--- src/rtl/core/mtrd_pkg.sv ---
package mtrd_pkg;

	localparam int TBL_DEPTH    = 624;
	localparam int TBL_AW       = 10;
	localparam int TWIST_OFFSET = 397;

	localparam logic [31:0] SEED_MULT    = 32'd69069;
	localparam logic [31:0] TWIST_MATRIX = 32'h9908_B0DF;
	localparam logic [31:0] TEMPER_B     = 32'h9D2C_5680;
	localparam logic [31:0] TEMPER_C     = 32'hEFC6_0000;
	localparam logic [30:0] LOW31        = 31'h7FFF_FFFF;
	localparam logic [33:0] WIDE_LIMIT   = 34'h0_4000_0000;

	typedef enum logic [3:0] {
		ST_IDLE,
		ST_FILL,
		ST_SETUP,
		ST_MASK,
		ST_DRAW_RD,
		ST_DRAW_TMP,
		ST_DRAW_CHK,
		ST_REGEN_PRIME,
		ST_REGEN_RD,
		ST_REGEN_WR,
		ST_FINISH
	} state_t;

	// sequencer -> datapath
	typedef struct packed {
		logic idle;
		logic fill;
		logic setup;
		logic mask;
		logic draw_rd;
		logic draw_tmp;
		logic draw_chk;
		logic regen_prime;
		logic regen_rd;
		logic regen_wr;
		logic finish;
	} ctl_t;

	// datapath -> sequencer
	typedef struct packed {
		logic in_valid;
		logic reseed_pending;
		logic raw;
		logic empty;
		logic wide;
		logic wl_zero;
		logic idx_last;
		logic draw_hit;
		logic out_free;
	} sts_t;

	function automatic logic [31:0] temper(input logic [31:0] w);
		logic [31:0] y;
		y = w ^ (w >> 11);
		y = y ^ ((y << 7) & TEMPER_B);
		y = y ^ ((y << 15) & TEMPER_C);
		return y ^ (y >> 18);
	endfunction

	function automatic logic [31:0] twist(input logic [31:0] a, input logic [31:0] b);
		logic [31:0] mixed;
		mixed = {a[31], b[30:0]};
		return (mixed >> 1) ^ (b[0] ? TWIST_MATRIX : 32'h0);
	endfunction

	// all ones at and below the highest set bit
	function automatic logic [30:0] smear(input logic [30:0] v);
		logic [30:0] m;
		m = v;
		m = m | (m >> 1);
		m = m | (m >> 2);
		m = m | (m >> 4);
		m = m | (m >> 8);
		m = m | (m >> 16);
		return m;
	endfunction

endpackage

--- src/rtl/core/mtrd_fsm.sv ---
module mtrd_fsm (
	input  logic            clk,
	input  logic            arst_n,
	input  mtrd_pkg::sts_t  sts,
	output mtrd_pkg::ctl_t  ctl
);

	mtrd_pkg::state_t state_q, state_nx;

	always_ff @(posedge clk or negedge arst_n) begin
		if (!arst_n) begin
			state_q <= mtrd_pkg::ST_IDLE;
		end else begin
			state_q <= state_nx;
		end
	end

	always_comb begin
		state_nx = state_q;
		case (state_q)
			mtrd_pkg::ST_IDLE: begin
				if (sts.in_valid) begin
					state_nx = sts.reseed_pending ? mtrd_pkg::ST_FILL : mtrd_pkg::ST_SETUP;
				end
			end
			mtrd_pkg::ST_FILL: begin
				if (sts.idx_last) state_nx = mtrd_pkg::ST_SETUP;
			end
			mtrd_pkg::ST_SETUP: begin
				if (sts.raw) begin
					state_nx = mtrd_pkg::ST_DRAW_RD;
				end else if (sts.empty || sts.wide) begin
					state_nx = mtrd_pkg::ST_FINISH;
				end else begin
					state_nx = mtrd_pkg::ST_MASK;
				end
			end
			mtrd_pkg::ST_MASK:        state_nx = mtrd_pkg::ST_DRAW_RD;
			mtrd_pkg::ST_DRAW_RD: begin
				state_nx = sts.wl_zero ? mtrd_pkg::ST_REGEN_PRIME : mtrd_pkg::ST_DRAW_TMP;
			end
			mtrd_pkg::ST_DRAW_TMP:    state_nx = mtrd_pkg::ST_DRAW_CHK;
			mtrd_pkg::ST_DRAW_CHK: begin
				state_nx = sts.draw_hit ? mtrd_pkg::ST_FINISH : mtrd_pkg::ST_DRAW_RD;
			end
			mtrd_pkg::ST_REGEN_PRIME: state_nx = mtrd_pkg::ST_REGEN_RD;
			mtrd_pkg::ST_REGEN_RD:    state_nx = mtrd_pkg::ST_REGEN_WR;
			mtrd_pkg::ST_REGEN_WR: begin
				state_nx = sts.idx_last ? mtrd_pkg::ST_DRAW_RD : mtrd_pkg::ST_REGEN_RD;
			end
			mtrd_pkg::ST_FINISH: begin
				if (sts.out_free) state_nx = mtrd_pkg::ST_IDLE;
			end
			default:                  state_nx = mtrd_pkg::ST_IDLE;
		endcase
	end

	always_comb begin
		ctl = '0;
		case (state_q)
			mtrd_pkg::ST_IDLE:        ctl.idle        = 1'b1;
			mtrd_pkg::ST_FILL:        ctl.fill        = 1'b1;
			mtrd_pkg::ST_SETUP:       ctl.setup       = 1'b1;
			mtrd_pkg::ST_MASK:        ctl.mask        = 1'b1;
			mtrd_pkg::ST_DRAW_RD:     ctl.draw_rd     = 1'b1;
			mtrd_pkg::ST_DRAW_TMP:    ctl.draw_tmp    = 1'b1;
			mtrd_pkg::ST_DRAW_CHK:    ctl.draw_chk    = 1'b1;
			mtrd_pkg::ST_REGEN_PRIME: ctl.regen_prime = 1'b1;
			mtrd_pkg::ST_REGEN_RD:    ctl.regen_rd    = 1'b1;
			mtrd_pkg::ST_REGEN_WR:    ctl.regen_wr    = 1'b1;
			mtrd_pkg::ST_FINISH:      ctl.finish      = 1'b1;
			default:                  ctl             = '0;
		endcase
	end

endmodule

--- config.mk ---
export PLATFORM = sky130hd
export DESIGN_NAME = mtrd_fsm
export DESIGN_NICKNAME = d
export VERILOG_FILES = /design/src/rtl/core/mtrd_pkg.sv /design/src/rtl/core/mtrd_fsm.sv
export SDC_FILE = /design/constraint.sdc
export NUM_CORES = 1
export LEC_CHECK = 0
export ABC_AREA = 1
export BUFFER_PORTS_ARGS = -buffer_cell sky130_fd_sc_hd__buf_2
export CAP_MARGIN = 10
export CORE_AREA = 2 2 39 41
export CTS_BUF_LIST = sky130_fd_sc_hd__clkbuf_4 sky130_fd_sc_hd__clkbuf_8
export DETAILED_ROUTE_END_ITERATION = 8
export DIE_AREA = 0 0 41 43
export GPL_TIMING_DRIVEN = 0
export MAX_ROUTING_LAYER = met4
export SLEW_MARGIN = 20
export SYNTH_ARGS = -nofsm -noshare
export SYNTH_HDL_FRONTEND = slang
export SYNTH_SLANG_ARGS = --single-unit
--- constraint.sdc ---
create_clock -name clk -period 1.75 [get_ports clk]
set_clock_uncertainty 0.15 [all_clocks]
set_input_delay 0.35 -clock clk [delete_from_list [all_inputs] [get_ports clk]]
set_output_delay 0.35 -clock clk [all_outputs]
set_load 0.05 [all_outputs]
==> results.tsv <==
metric	value	unit
syn_nets	84	
overflow	0	
clk_path_buf_depth	2	
synth_top_area_share	24.02	%
synth_xor_area_share	0	%
io_buffers	21	
diodes	0	
grt_pass1_vias	479	
drt_iter0_drc	13	
peakVddDrop	0.8105	mV
nets	116	
ys_types	13	
antenna_found_initial	0	
htree_levels	1	
slew-limit-headroom	82.77	%
powerDensity	1833	mW/mm2
grt_pass1_wl	1752	um
place_hpwl	899.9	um
slowest_stage	dfrtp_1	
drcViolationCount	0	
cap_violations	0	
die_x	41	um
fin_crit	1757	ps
vias	529	
instances_no_fill	119	
drtAntennaViolNets	0	
grt_max_degree	7	
cts_tree	built	
synth_fa_ha_area_share	0	%
mostFrequentLayoutCell	nand2_1	
cp_num_buf_inv	2	
post_dp_cell_area	554.3	um2
p_leak	0.4172	nW
core-area	0.001384	mm2
yosys-mux-area-fraction	0	%
synth-simple-area-share	62.16	%
tightest_slew	256.4	ps
area_growth	77.78	%
crit_family	flip-flops	
stdcell_area	740.7	um2
dieHeight	43	um
yosysTopAreaCell	dfrtp_1	
place_inst	110	
setup_tns	-10.29	ps
yosys_warnings	0	
syn_area	416.7	um2
synth_top_family_by_area	simple AND/OR/NAND/NOR gates	
status	finished with violations	
rsz0062_at_grt	yes	
grt_usage	14.98	%
mostFrequentLayoutCells	16 x nand2_1, 12 x nor2_1, 10 x buf_2	
finalSetupViolCount	3	
rows	14	
clkSlewWorstSetupHoldPaths	40	ps
largest_register_ffs	4	
period_share	100.4	%
avgSynthCellArea	5.708	um2
hold_viol	0	
critPathCaptureType	primary output	
dr.pass1.iters	4	
synth-compound-area-share	1.201	%
largestRegisters	state_q (4)	
place.gp.congestion	0.8058	
dieArea	0.001763	mm2
insertion_delay	240	ps
cts_made_buffers	3	
cp.arrival	1260	ps
r2r_setup_slack	310	ps
synth_area_leaders	dfrtp_1 24%, nand2_1 15%, nor2_1 14%, nor2_2 7.5%, nand3_1 7.2%	
syn_inst	73	
hold_class	in2reg	
post_drt_wl_per_cell	10.46	um
clock.fmax	569.0	MHz
cts.sinks	4	
ys_seq_elements	4	
vias_per_cell	4.445	
fin_util	53.53	%
setup_ws	-7.367	ps
ys_seq_area_share	24.02	%
critPathKind	reg2out	
drt_wl_total	1245	um
critical_path_required	1250	ps
final_max_slew_viol_count	0	
clock-root-buffer	clkbuf_4	
start_util	30.11	%
slowest_delay	410	ps
regMostFlops	state_q	
num_io_pins	22	
crit_path_max_fanout	5	
critPathLaunchType	flop	
layout-drive-gt1-share	52.43	%
crit_path_cell_trace	inv_2 -> nand2_2 -> nor2_2 -> buf_6	
failed_checks	setup timing	
## cell families (layout without fill, tap and decap cells)
group	after synthesis	in the layout
simple gates	54	54
buf+inv	14	44
flops	4	4
compound gates	1	1
## cell type report
cell class / instances / area [um2]
Clock buffer: 3 / 22.52
Fill cell: 125 / 643.1
Inverter: 14 / 55.05
Multi-Input combinational cell: 55 / 316.6
Sequential cell: 4 / 101.3
Tap cell: 16 / 20.02
Timing Repair Buffer: 27 / 225.2
## Yosys cell counts
cell,instances
nor2_2,5
nor2_4,1
nand2_4,1
nor3_2,1
nand2_1,17
nor3_1,4
nand3_1,6
inv_1,8
inv_2,6
dfrtp_1,4
o21ai_1,1
nor2_1,15
nand2_2,4
## tightest hold or removal path, cell delays in order
cell and delay [ps]:
buf_2 100, nand2_1 50, nand3_1 70
## per-layer routing
layer  vias to the layer above  track usage, %  routed length [um]
met2                        11           25.00                 702
li1                        279               -                   -
met3                         2           1.571                  33
met4                         0           6.000                  13
met5                         -               -                   0
met1                       237           17.26                 496
## through the flow
stage | setup slack [ps] | total power, W | hold slack, ps
CTS | -9.756 | 0.001170 | 219.3
floorplan | -0.8002 | 0.0008223 | -95.59
global placement | 161.0 | 0.0009772 | 6.478
detailed placement | 170.9 | 0.0009738 | 6.335
finish | -7.367 | 0.001358 | 222.9
global route | -64.94 | 0.001451 | 239.9
## report_power, final
| group | leakage [nW] | switching, W | total, W | internal [W] |
|---|---|---|---|---|
| logic | 0.353 | 0.000681 | 0.00104 | 0.000362 |
| clock network | 0.0138 | 0.0000378 | 0.000115 | 0.0000767 |
| registers | 0.0500 | 0.0000645 | 0.000200 | 0.000136 |
## worst paths after layout
| path | endpoint | cells past startpoint | start |
|---|---|---|---|
| setup / recovery | ctl[9] | 4 | state_q[3] |
| hold / removal | state_q[2] | 3 | sts[2] |
| setup reg to reg | state_q[0] | 8 | state_q[3] |
| hold reg to reg | state_q[2] | 3 | state_q[1] |
| max in group asynchronous | state_q[1] | 2 | arst_n |
| min in group asynchronous | state_q[3] | 2 | arst_n |
## timing repair
action | in CTS | in global routing
hold buffers | 1 | 0
resized for setup | 14 | 21
hold endpoints to repair | 4 | 0
buffers inserted | 1 | 4
pin swaps | 1 | 2
endpoints found under the setup margin | 10 | 11
gates cloned | 0 | 0
(Power assumes the default switching activity.)
